[src/rtl/base64_stream_encoder_assert.svh]
// ----------------------------------------------------------------------------
// base64 stream encoder assertion macros
// shared property wrappers clocked on clk and disabled during reset
// ----------------------------------------------------------------------------
`ifndef BASE64_STREAM_ENCODER_ASSERT_SVH
`define BASE64_STREAM_ENCODER_ASSERT_SVH

`ifndef NO_ASSERTIONS

`define B64E_ASSERT(lbl, prop, msg) \
  lbl: assert property (@(posedge clk) disable iff (!rst_n) (prop)) else $error(msg);

`define B64E_ASSERT_NEVER(lbl, cond, msg) \
  lbl: assert property (@(posedge clk) disable iff (!rst_n) !(cond)) else $error(msg);

`else

`define B64E_ASSERT(lbl, prop, msg)

`define B64E_ASSERT_NEVER(lbl, cond, msg)

`endif

`endif

[src/rtl/b64e_pkg.sv]
// ----------------------------------------------------------------------------
// b64e_pkg
// types, constants and the alphabet lookup for the base64 stream encoder
// ----------------------------------------------------------------------------
package b64e_pkg;

  localparam int          QUEUE_DEPTH_DEF = 2;
  localparam logic [15:0] CAP_RESET       = 16'd256;
  localparam logic [7:0]  PAD_CHAR        = 8'h3D;

  // one request worth of output characters, slot 0 first
  typedef struct packed {
    logic [3:0][7:0] chars;
    logic [3:0]      lasts;
    logic [3:0]      ovfs;
    logic [2:0]      cnt;
  } entry_t;

  typedef struct packed {
    logic   push;
    entry_t entry;
  } push_t;

  function automatic logic [7:0] b64_char(input logic [5:0] s);
    logic [7:0] v;
    v = {2'b00, s};
    if (s < 6'd26) begin
      b64_char = 8'h41 + v;
    end else if (s < 6'd52) begin
      b64_char = 8'h61 + v - 8'd26;
    end else if (s < 6'd62) begin
      b64_char = 8'h30 + v - 8'd52;
    end else if (s == 6'd62) begin
      b64_char = 8'h2B;
    end else begin
      b64_char = 8'h2F;
    end
  endfunction

endpackage

[src/rtl/b64e_front.sv]
// ----------------------------------------------------------------------------
// b64e_front
// accepts message bytes, tracks group state and capacity, builds char entries
// ----------------------------------------------------------------------------
module b64e_front (
  input  logic           clk,
  input  logic           rst_n,
  input  logic           cfg_we,
  input  logic [15:0]    cfg_wdata,
  input  logic           in_fire,
  input  logic [7:0]     data_byte,
  input  logic           byte_valid,
  input  logic           msg_last,
  output b64e_pkg::push_t push_o
);
  import b64e_pkg::*;

  localparam logic [1:0] PH0 = 2'd0;
  localparam logic [1:0] PH1 = 2'd1;
  localparam logic [1:0] PH2 = 2'd2;

  logic [15:0] cap_r;
  logic [3:0]  carry_r, carry_nxt;
  logic [1:0]  phase_r, phase_nxt;
  logic [15:0] count_r, count_nxt;
  logic        drop_r, drop_nxt;

  logic [3:0][7:0] pend;
  logic [2:0]      n;
  logic [1:0]      ph;
  logic [3:0]      cb;
  logic            stop;
  logic            fin;
  logic [16:0]     need;
  entry_t          ent;

  always_comb begin
    pend = '0;
    n    = '0;
    cb   = carry_r;
    ph   = (phase_r == 2'd3) ? PH0 : phase_r;
    if (byte_valid) begin
      unique case (ph)
        PH0: begin
          pend[0] = b64_char(data_byte[7:2]);
          cb = {2'b00, data_byte[1:0]};
          ph = PH1;
          n  = 3'd1;
        end
        PH1: begin
          pend[0] = b64_char({carry_r[1:0], data_byte[7:4]});
          cb = data_byte[3:0];
          ph = PH2;
          n  = 3'd1;
        end
        default: begin
          pend[0] = b64_char({carry_r, data_byte[7:6]});
          pend[1] = b64_char(data_byte[5:0]);
          cb = '0;
          ph = PH0;
          n  = 3'd2;
        end
      endcase
    end
    if (msg_last) begin
      if (ph == PH1) begin
        pend[n[1:0]]        = b64_char({cb[1:0], 4'b0000});
        pend[n[1:0] + 2'd1] = PAD_CHAR;
        pend[n[1:0] + 2'd2] = PAD_CHAR;
        n = n + 3'd3;
      end else if (ph == PH2) begin
        pend[n[1:0]]        = b64_char({cb, 2'b00});
        pend[n[1:0] + 2'd1] = PAD_CHAR;
        n = n + 3'd2;
      end
      ph = PH0;
    end
  end

  always_comb begin
    ent       = '0;
    stop      = 1'b0;
    fin       = 1'b0;
    need      = '0;
    carry_nxt = carry_r;
    phase_nxt = phase_r;
    count_nxt = count_r;
    drop_nxt  = drop_r;
    if (drop_r) begin
      if (msg_last) begin
        carry_nxt = '0;
        phase_nxt = PH0;
        count_nxt = '0;
        drop_nxt  = 1'b0;
      end
    end else begin
      for (int i = 0; i < 4; i++) begin
        if (!stop && (3'(i) < n)) begin
          fin  = msg_last && (3'(i) == n - 3'd1);
          need = {1'b0, count_r} + 17'(i) + {16'd0, fin};
          ent.cnt = 3'(i + 1);
          if (need >= {1'b0, cap_r}) begin
            ent.lasts[i] = 1'b1;
            ent.ovfs[i]  = 1'b1;
            stop = 1'b1;
          end else begin
            ent.chars[i] = pend[i];
            ent.lasts[i] = fin;
          end
        end
      end
      if (msg_last && (n == 3'd0) && (count_r >= cap_r)) begin
        ent.cnt      = 3'd1;
        ent.lasts[0] = 1'b1;
        ent.ovfs[0]  = 1'b1;
      end
      if (msg_last) begin
        carry_nxt = '0;
        phase_nxt = PH0;
        count_nxt = '0;
        drop_nxt  = 1'b0;
      end else if (stop) begin
        carry_nxt = '0;
        phase_nxt = PH0;
        drop_nxt  = 1'b1;
      end else begin
        carry_nxt = cb;
        phase_nxt = ph;
        count_nxt = count_r + {13'd0, n};
      end
    end
  end

  assign push_o.push  = in_fire && (ent.cnt != 3'd0);
  assign push_o.entry = ent;

  always_ff @(posedge clk) begin
    if (!rst_n) begin
      cap_r   <= CAP_RESET;
      carry_r <= '0;
      phase_r <= PH0;
      count_r <= '0;
      drop_r  <= 1'b0;
    end else begin
      if (cfg_we) begin
        cap_r <= cfg_wdata;
      end
      if (in_fire) begin
        carry_r <= carry_nxt;
        phase_r <= phase_nxt;
        count_r <= count_nxt;
        drop_r  <= drop_nxt;
      end
    end
  end

endmodule

[src/rtl/b64e_queue.sv]
// ----------------------------------------------------------------------------
// b64e_queue
// short fifo of character entries between front and back
// ----------------------------------------------------------------------------
`include "base64_stream_encoder_assert.svh"

module b64e_queue #(
  parameter int DEPTH = b64e_pkg::QUEUE_DEPTH_DEF
) (
  input  logic            clk,
  input  logic            rst_n,
  input  b64e_pkg::push_t push_i,
  input  logic            pop,
  output logic            full,
  output logic            head_valid,
  output b64e_pkg::entry_t head
);
  import b64e_pkg::*;

  localparam int PTR_W = (DEPTH > 1) ? $clog2(DEPTH) : 1;
  localparam int CNT_W = $clog2(DEPTH + 1);
  localparam logic [PTR_W-1:0] LAST_PTR = PTR_W'(DEPTH - 1);
  localparam logic [CNT_W-1:0] FULL_CNT = CNT_W'(DEPTH);

  entry_t             mem_r [DEPTH];
  logic [PTR_W-1:0]   wr_ptr_r, rd_ptr_r;
  logic [CNT_W-1:0]   count_r;

  assign full       = (count_r == FULL_CNT);
  assign head_valid = (count_r != '0);
  assign head       = mem_r[rd_ptr_r];

  always_ff @(posedge clk) begin
    if (push_i.push) begin
      mem_r[wr_ptr_r] <= push_i.entry;
    end
  end

  always_ff @(posedge clk) begin
    if (!rst_n) begin
      wr_ptr_r <= '0;
      rd_ptr_r <= '0;
      count_r  <= '0;
    end else begin
      if (push_i.push) begin
        wr_ptr_r <= (wr_ptr_r == LAST_PTR) ? '0 : wr_ptr_r + PTR_W'(1);
      end
      if (pop) begin
        rd_ptr_r <= (rd_ptr_r == LAST_PTR) ? '0 : rd_ptr_r + PTR_W'(1);
      end
      if (push_i.push && !pop) begin
        count_r <= count_r + CNT_W'(1);
      end else if (pop && !push_i.push) begin
        count_r <= count_r - CNT_W'(1);
      end
    end
  end

  `B64E_ASSERT_NEVER(a_q_pop_empty, pop && !head_valid, "queue popped while empty")
  `B64E_ASSERT_NEVER(a_q_push_full, push_i.push && full, "queue pushed while full")
  `B64E_ASSERT(a_q_count_range, count_r <= FULL_CNT, "queue count beyond depth")

endmodule

[src/rtl/b64e_back.sv]
// ----------------------------------------------------------------------------
// b64e_back
// walks the head entry one character per cycle into the output register, while out_tready allows
// ----------------------------------------------------------------------------
`include "base64_stream_encoder_assert.svh"

module b64e_back (
  input  logic             clk,
  input  logic             rst_n,
  input  logic             head_valid,
  input  b64e_pkg::entry_t head,
  output logic             pop,
  output logic             out_tvalid,
  input  logic             out_tready,
  output logic [7:0]       out_tdata,
  output logic             out_tlast,
  output logic             out_tuser
);
  import b64e_pkg::*;

  logic [1:0] idx_r, idx_nxt;
  logic       valid_r, valid_nxt;
  logic [7:0] data_r;
  logic       last_r, ovf_r;
  logic       load;
  logic       at_end;

  assign load   = head_valid && (!valid_r || out_tready);
  assign at_end = ({1'b0, idx_r} + 3'd1) == head.cnt;
  assign pop    = load && at_end;

  always_comb begin
    idx_nxt   = idx_r;
    valid_nxt = valid_r;
    if (load) begin
      idx_nxt   = at_end ? 2'd0 : idx_r + 2'd1;
      valid_nxt = 1'b1;
    end else if (out_tready) begin
      valid_nxt = 1'b0;
    end
  end

  always_ff @(posedge clk) begin
    if (load) begin
      data_r <= head.chars[idx_r];
      last_r <= head.lasts[idx_r];
      ovf_r  <= head.ovfs[idx_r];
    end
  end

  always_ff @(posedge clk) begin
    if (!rst_n) begin
      idx_r   <= '0;
      valid_r <= 1'b0;
    end else begin
      idx_r   <= idx_nxt;
      valid_r <= valid_nxt;
    end
  end

  assign out_tvalid = valid_r;
  assign out_tdata  = data_r;
  assign out_tlast  = last_r;
  assign out_tuser  = ovf_r;

  `B64E_ASSERT(a_idx_range, head_valid |-> ({1'b0, idx_r} < head.cnt),
               "character index past entry count")
  `B64E_ASSERT(a_ovf_ends, (valid_r && ovf_r) |-> (last_r && data_r == 8'd0),
               "overflow request not marked final")
  `B64E_ASSERT(a_idx_rewind, $past(pop) |-> (idx_r == 2'd0),
               "index not rewound after entry done")

endmodule

[src/rtl/base64_stream_encoder.sv]
// ----------------------------------------------------------------------------
// base64_stream_encoder
// streaming base64 encoder with output capacity check and overflow abort
// ----------------------------------------------------------------------------
// Bytes enter one per request and standard base64 characters leave one per
// cycle while out_tready allows, with '=' padding on the request marked tlast.
// An input request is accepted whenever the entry queue (QUEUE_DEPTH entries)
// has room, so new requests can be taken while earlier characters still
// leave; each request yields zero to four characters. A request with tuser
// low and tlast high ends a message without a byte. When the cfg_wdata
// capacity (one slot kept for a terminator) would be exceeded, one character
// with tuser and tlast high and tdata zero ends the message and its remaining
// bytes are dropped. Write the capacity only while the block is idle.
module base64_stream_encoder #(
  parameter int QUEUE_DEPTH = b64e_pkg::QUEUE_DEPTH_DEF
) (
  input  logic        clk,
  input  logic        rst_n,
  input  logic        cfg_we,
  input  logic [15:0] cfg_wdata,   // out_capacity
  input  logic        in_tvalid,
  output logic        in_tready,
  input  logic [7:0]  in_tdata,    // data_byte
  input  logic        in_tuser,    // byte_valid
  input  logic        in_tlast,
  output logic        out_tvalid,
  input  logic        out_tready,
  output logic [7:0]  out_tdata,   // char_code
  output logic        out_tuser,   // overflow
  output logic        out_tlast
);
  import b64e_pkg::*;

  push_t  push;
  entry_t head;
  logic   full;
  logic   head_valid;
  logic   pop;
  logic   in_fire;

  assign in_tready = !full;
  assign in_fire   = in_tvalid && in_tready;

  b64e_front u_front (
    .clk        (clk),
    .rst_n      (rst_n),
    .cfg_we     (cfg_we),
    .cfg_wdata  (cfg_wdata),
    .in_fire    (in_fire),
    .data_byte  (in_tdata),
    .byte_valid (in_tuser),
    .msg_last   (in_tlast),
    .push_o     (push)
  );

  b64e_queue #(
    .DEPTH (QUEUE_DEPTH)
  ) u_queue (
    .clk        (clk),
    .rst_n      (rst_n),
    .push_i     (push),
    .pop        (pop),
    .full       (full),
    .head_valid (head_valid),
    .head       (head)
  );

  b64e_back u_back (
    .clk        (clk),
    .rst_n      (rst_n),
    .head_valid (head_valid),
    .head       (head),
    .pop        (pop),
    .out_tvalid (out_tvalid),
    .out_tready (out_tready),
    .out_tdata  (out_tdata),
    .out_tlast  (out_tlast),
    .out_tuser  (out_tuser)
  );

endmodule

[config.mk]
export PLATFORM = sky130hd
export DESIGN_NAME = base64_stream_encoder
export DESIGN_NICKNAME = d
export VERILOG_FILES = /design/src/rtl/b64e_pkg.sv /design/src/rtl/b64e_front.sv /design/src/rtl/b64e_queue.sv /design/src/rtl/b64e_back.sv /design/src/rtl/base64_stream_encoder.sv
export VERILOG_INCLUDE_DIRS = /design/src /design/src/rtl
export SDC_FILE = /design/constraint.sdc
export NUM_CORES = 1
export LEC_CHECK = 0
export ABC_AREA = 1
export BUFFER_PORTS_ARGS = -buffer_cell sky130_fd_sc_hd__buf_4
export CAP_MARGIN = 30
export CORE_UTILIZATION = 60
export DETAILED_ROUTE_END_ITERATION = 10
export PLACE_DENSITY = 0.78
export SLEW_MARGIN = 20
export SYNTH_ARGS = -nofsm -noshare
export SYNTH_HDL_FRONTEND = slang
export SYNTH_SLANG_ARGS = --single-unit
[constraint.sdc]
create_clock -name clk -period 6.6 [get_ports clk]
set_input_delay 0.66 -clock clk [delete_from_list [all_inputs] [get_ports clk]]
set_output_delay 0.66 -clock clk [all_outputs]
set_load 0.005 [all_outputs]
Yosys cells after proc, flatten, opt, wreduce, memory -nomap -nowiden
Memory sizes are Yosys's and may differ from the RTL's. A register that Yosys moved wholly into a read port is not among the register bits.
Cells that the tools add are included.
W data, S select, Z words.
{"block": "word_totals", "mem_count": 1, "out_inout_bits": 12, "in_bits": 31, "reg_bits": 56, "mem_bits_rw": 86}
{"name": "u_queue.mem_r", "words": 2, "width": 43, "rd": 1, "rd_ports_with_merged_regs": 1, "wr": 1, "line_no": "b64e_queue.sv:25", "rtl": "entry_t mem_r [DEPTH];"}
{"block": "classes", "n_reduce_logical": 36, "magnitude_cmp": 34, "mux": 125, "addsub": 49, "n_eq_ne": 15, "bitwise_logic": 8}
{"cell": "$mux W8", "n": 36}
{"cell": "$add A7 B6 Y8 const A", "n": 12}
{"cell": "$mux W32", "n": 3}
{"cell": "$mux W16", "n": 5}
{"cell": "$lt A6 B6 Y1 const B", "n": 12}
{"cell": "$ge A17 B16 Y1", "n": 4}
{"cell": "$bwmux W32", "n": 2}
{"cell": "$or A20 B20 Y20", "n": 3}
{"cell": "$add A17 B1 Y17", "n": 3}
{"cell": "$demux W8 S2", "n": 3}
{"cell": "$sub A8 B5 Y8 const B", "n": 6}
{"cell": "$sub A8 B6 Y8 const B", "n": 6}
{"cell": "$mux W43", "n": 1}
{"cell": "$add A6 B6 Y7 const A", "n": 6}
{"cell": "$mux W1", "n": 41}
{"cell": "$and A12 B12 Y12", "n": 3}
{"cell": "$lt A6 B5 Y1 const B", "n": 6}
{"cell": "$add A16 B2 Y17 const B", "n": 2}
{"cell": "$mux W3", "n": 10}
{"cell": "$mux W4", "n": 7}
{"cell": "$eq A6 B6 Y1 const B", "n": 4}
{"cell": "$not A12 Y12", "n": 2}
{"cell": "$mux W2", "n": 11}
{"cell": "$logic_and A1 B1 Y1", "n": 18}
{"cell": "other kinds (35)", "n": 61}

Longest topological paths before layout
{"block": "depth", "depth_word": 37, "depth_mapped": 43}

Cells and area by module
Synthesis repeated with hierarchy kept, for this count alone.
{"block": "hier_totals", "hier_cells": 1535, "area_unflattened_um2": 12172.9}
{"module": "b64e_front", "area_per_inst_um2": 7855.0, "cells_per_inst": 1262, "n_inst": 1, "seq_area_each_um2": 780.7}
{"module": "b64e_queue", "area_per_inst_um2": 3535.9, "cells_per_inst": 169, "n_inst": 1, "seq_area_each_um2": 2682.6}
{"module": "b64e_back", "area_per_inst_um2": 768.2, "cells_per_inst": 101, "n_inst": 1, "seq_area_each_um2": 360.3}
{"module": "base64_stream_encoder", "area_per_inst_um2": 13.8, "cells_per_inst": 3, "n_inst": 1, "seq_area_each_um2": 0.0}

Least setup slack after synthesis
No wires, ideal clock.
{"block": "synth_timing", "kind": "input to register", "start": "input port in_tlast", "end": "memory u_queue.mem_r[0][0] (netlist name) (enable)", "slack_ns": 0.451, "arrival_ns": 5.712, "n_path_buf": 3, "stages": 26, "t_required_ns": 6.163, "cell_sequence": "buf_2 clkbuf_1 clkbuf_1 nand2_1 ha_1 inv_1 ha_1 nand2_1 nor3_1 xor2_1 inv_1 ha_1 a21o_1 a21oi_1 nand3_1 a21oi_1 inv_1 nand2_1 nand3_2 o21ai_0 nand2_1 nand2_1 nand2_1 nand2_1 nand2_1 nor2_1"}
{"block": "synth_via", "elab_chain_cells": 26, "elab_cells_between_ends": 46, "cone_classes": "add/sub: 4; order compare: 7; eq/ne: 2; mux: 18; reduce/logical: 15"}
{"element": "start: declaration", "line_no": "base64_stream_encoder.sv:25", "rtl": "input logic in_tlast,"}
{"element": "$mux W3", "line_no": "b64e_front.sv:65", "rtl": "if (msg_last) begin"}
{"element": "$sub A3 B1 Y3", "line_no": "b64e_front.sv:99", "rtl": "fin = msg_last && (3'(i) == n - 3'd1);"}
{"element": "$logic_not A3 Y1", "line_no": "b64e_front.sv:99"}
{"element": "$logic_and A1 B1 Y1", "line_no": "b64e_front.sv:99"}
{"element": "$add A16 B1 Y17", "line_no": "b64e_front.sv:100", "rtl": "need = {1'b0, count_r} + 17'(i) + {16'd0, fin};"}
{"element": "$ge A17 B16 Y1", "line_no": "b64e_front.sv:102", "rtl": "if (need >= {1'b0, cap_r}) begin"}
{"element": "$mux W1", "line_no": "b64e_front.sv:102"}
{"element": "$mux W1", "line_no": "b64e_front.sv:98", "rtl": "if (!stop && (3'(i) < n)) begin"}
{"element": "[10 not listed]"}
{"element": "$logic_and A1 B1 Y1", "line_no": "b64e_front.sv:98"}
{"element": "$mux W3", "line_no": "b64e_front.sv:98"}
{"element": "$mux W4 *", "line_no": "b64e_front.sv:112", "rtl": "if (msg_last && (n == 3'd0) && (count_r >= cap_r)) begin"}
{"element": "$mux W43 *", "line_no": "b64e_front.sv:89", "rtl": "if (drop_r) begin"}
{"element": "$reduce_bool A3 Y1 *", "line_no": "b64e_front.sv:134", "rtl": "assign push_o.push = in_fire && (ent.cnt != 3'd0);"}
{"element": "$logic_and A1 B1 Y1 *", "line_no": "b64e_front.sv:134"}
{"element": "$mux W1 *", "line_no": "b64e_queue.sv:34", "rtl": "if (push_i.push) begin"}
{"element": "$mux W1 (not written as such) *", "line_no": "b64e_queue.sv:35", "rtl": "mem_r[wr_ptr_r] <= push_i.entry;"}
{"element": "end: declaration", "line_no": "b64e_queue.sv:25"}
Every way passes the cells marked *; elsewhere a longest branch is shown, timed or not. The select of a mux whose other input is x is not followed.

==> impl_metrics.csv <==
group,metric,value,unit
global_routing,grt_usage,35.83,%
logic_synthesis,synth_cells,1570,
sta,period_needed,6.030,ns
route,wl,34630,um
setup_path,crit_path_max_incr_delay,0.39,ns
logic_synthesis,yosysSeqAreaShare,31.00,%
power,peakVddDrop,197.3,uV
power,seqPwrFrac,38.1,%
sta,max_slew_margin,39.84,%
sta,clock.fmax,165.8,MHz
clock_tree,htreeDepth,4,
route,routed_via_density,6.004,
setup_path,endpoint_kind,"register",
setup_path,critPathMaxFanout,10,
finish,utilization,67.51,%
floorplanning,rows,50,
global_routing,grt_pass1_vias,10522,
logic_synthesis,synth_ff_type,"edfxtp_1",
finish,drive_gt1_share,8.552,%
power,p_clk_share,32.4,%
floorplanning,core,18960,sq um
status,status,"finished, final reports clean",
finish,fin_nets,1748,
setup_path,required,6.90,ns
route,ant_nets,0,
logic_synthesis,yosys_register_bits,137,
floorplanning,initial_core_util,62.01,%
sta,setup_violations,0,
floorplanning,die_area,20150,sq um
route,wire_per_inst,18.60,um
floorplanning,fp.dieH,142.0,um
power,p_total,2.997,mW
power,power_leakage,5.648,nW
global_routing,antenna_found_initial,0,
clock_tree,cts_root_buf,"clkbuf_16",
worst_hold_path,hold_class,"in2reg",
setup_path,cp_data_arrival_time,6.33,ns
sta,whs,0.4466,ns
sta,finalCritPeriodShare,91.36,%
placed_design,io_buffer_count,42,
global_routing,grt_pass1_wl,55830,um
placed_design,post-dp-hpwl,25330,um
floorplanning,die_w,142.0,um
finish,nFillCells,1604,
power,sw_frac_of_total,36.20,%
route,drt_iter0_drc,1492,
logic_synthesis,avgSynthCellArea,7.486,sq um
sta,worst_slew_pin_slew,0.8884,ns
power,p_switching,1.085,mW
logic_synthesis,yosys_warnings,0,
finish,final-seq-area,3643,sq um
clock_tree,postCtsSetupBuffers,0,
route,drc,0,
placed_design,dp_slack,0.6828,ns
setup_path,critPathMostFrequentCell,"nand2_1",
logic_synthesis,netlist_area,11750,sq um
clock_tree,ctsHoldBuffers,0,
sta,final.setup.tns,0,ns
power,p_comb_share,29.5,%
power,p_per_area,234.2,nW/um^2
setup_path,slowest_stage,"dfxtp_1",
finish,final_common_cell,"nand2_1",
finish,diodes,0,
finish,area_delta_synth_final,8.867,%
sta,final.setup.worst_slack,0.5704,ns
sta,hold_viol_final,0,
sta,drv_slew,0,
clock_tree,cts.sinks,137,
clock_tree,cts_tree,"built",
power,p_int,1.912,mW
clock_tree,clk_path_buf_depth,2,
clock_tree,cts_resized,0,
logic_synthesis,yosysUniqueCellTypes,67,
flow_run,max_cap_viol_count,0,
route,vias,11180,
finish,multi_input_area,7113,sq um
logic_synthesis,synth_edf_count,90,
sta,final.setup_skew,0.01631,ns
route,first_pass_iters,6,
global_routing,overflow,0,
global_routing,grt_max_degree,42,
clock_tree,clk_pin_slew,0.07,ns
placed_design,gp_congestion,1.032,
clock_tree,numCtsBuffers,17,
floorplanning,pin_count,43,
logic_synthesis,synthArstFlopShare,0,%
finish,layout_common_cells,"nand2_1 (241), nor2_1 (209), inv_1 (185)",
setup_path,crit_type,"reg2reg",
setup_path,start_kind,"register",
clock_tree,clock_latency,0.43,ns
final timing paths:
| check | slack, ns | end | start | cells after the start |
|---|---|---|---|---|
| worst min register to register | 0.51 | u_queue.rd_ptr_r | u_queue.rd_ptr_r | 2 |
| worst min-delay path | 0.45 | u_front.cap_r[8] | cfg_we | 2 |
| worst max-delay path | 0.57 | u_queue.count_r[1] | u_front.phase_r[0] | 35 |
| worst max register to register | 0.57 | u_queue.count_r[1] | u_front.phase_r[0] | 35 |
cell usage after synthesis (all sizes together), types with 2 or more instances:
master  number  area, sq um
xor2        76        665.6
nor3        33        175.2
dfxtp       47        940.9
nor4         5        31.28
nor3b        2        15.01
o21ai      144        743.2
a21o         2        15.01
o211ai      18        135.1
edfxtp      90         2703
nand4       25        156.4
buf         21        146.4
o22ai       18        118.9
nand3       61        332.8
xnor2        3        26.28
clkinv       6        22.52
o31ai        4        30.03
nand2      259         1075
a21oi      116        599.3
clkbuf      29        108.9
or2          4        25.03
a211oi       6        50.05
o21a         2        15.01
o221ai       6        52.55
o311ai       7        61.31
a221oi       4        35.03
ha         127         1589
a31oi       20        125.1
o21bai       4        30.03
inv        198        750.7
nand3b       3        22.52
a22oi        2        15.01
nor2       216        830.8
layout make-up:
class                           instances  area share [%]
Clock inverter                         14           1.242
Inverter                              204           6.043
Sequential cell                       137           28.47
Multi-Input combinational cell       1182           55.59
Clock buffer                           18           3.354
Tap cell                              260           2.542
Timing Repair Buffer                   47           2.757
registers in the layout (all words and copies together) (netlist names), named ones only:
register	flops
u_front.carry_r	4
u_queue.rd_ptr_r	1
u_queue.count_r	2
u_front.drop_r	1
u_back.idx_r	2
u_front.cap_r	16
u_queue.wr_ptr_r	1
u_queue.mem_r	80
u_back.out_tvalid	1
u_back.out_tuser	1
u_front.phase_r	2
u_front.count_r	16
u_back.out_tlast	1
u_back.out_tdata	8
routing by layer:
metal	global-route usage, %	up-vias	part of all wire, %
met1	50.53	5152	43
met4	9.394	0	1.9
met3	7.402	57	10
met2	55.85	584	44
li1	-	5387	-
met5	0	-	0
worst max-delay path: cells and delay by family (launching register included):
family | cells | cell delay, ns
simple gates | 17 | 1.99
buf+inv | 5 | 0.57
xor+xnor | 1 | 0.15
fa+ha+maj | 4 | 1.03
compound gates | 8 | 1.78
flops | 1 | 0.39
per-stage QoR:
stage | instances | cell area (sq um)
finish | 1862 | 12800
global route | 1862 | 12800
CTS | 1862 | 12780
detailed placement | 1830 | 12200
global placement | 1830 | 12200
floorplan | 1573 | 11770
kinds of logic after synthesis:
family	Yosys count	synth area share [%]
AND/OR/NAND/NOR	610	22.81
AO/OA/AOI/OAI	360	17.75
buffers and inverters	254	8.750
flip-flops	137	31.00
adder cells (fa/ha/maj)	128	13.69
XOR/XNOR	79	5.887
other	1	0.03190
multiplexers	1	0.08516
power by group through the flow:
stage | logic [mW] | clock network [mW] | registers, mW
after CTS | 0.875 | 0.969 | 1.14
after global routing | 0.987 | 1.00 | 1.15
after floorplan | 0.598 | 0 | 1.13
after detailed placement | 0.858 | 0 | 1.15
final | 0.885 | 0.971 | 1.14
after global placement | 0.838 | 0 | 1.15
Note: power is estimated with default switching activity, not from simulation.
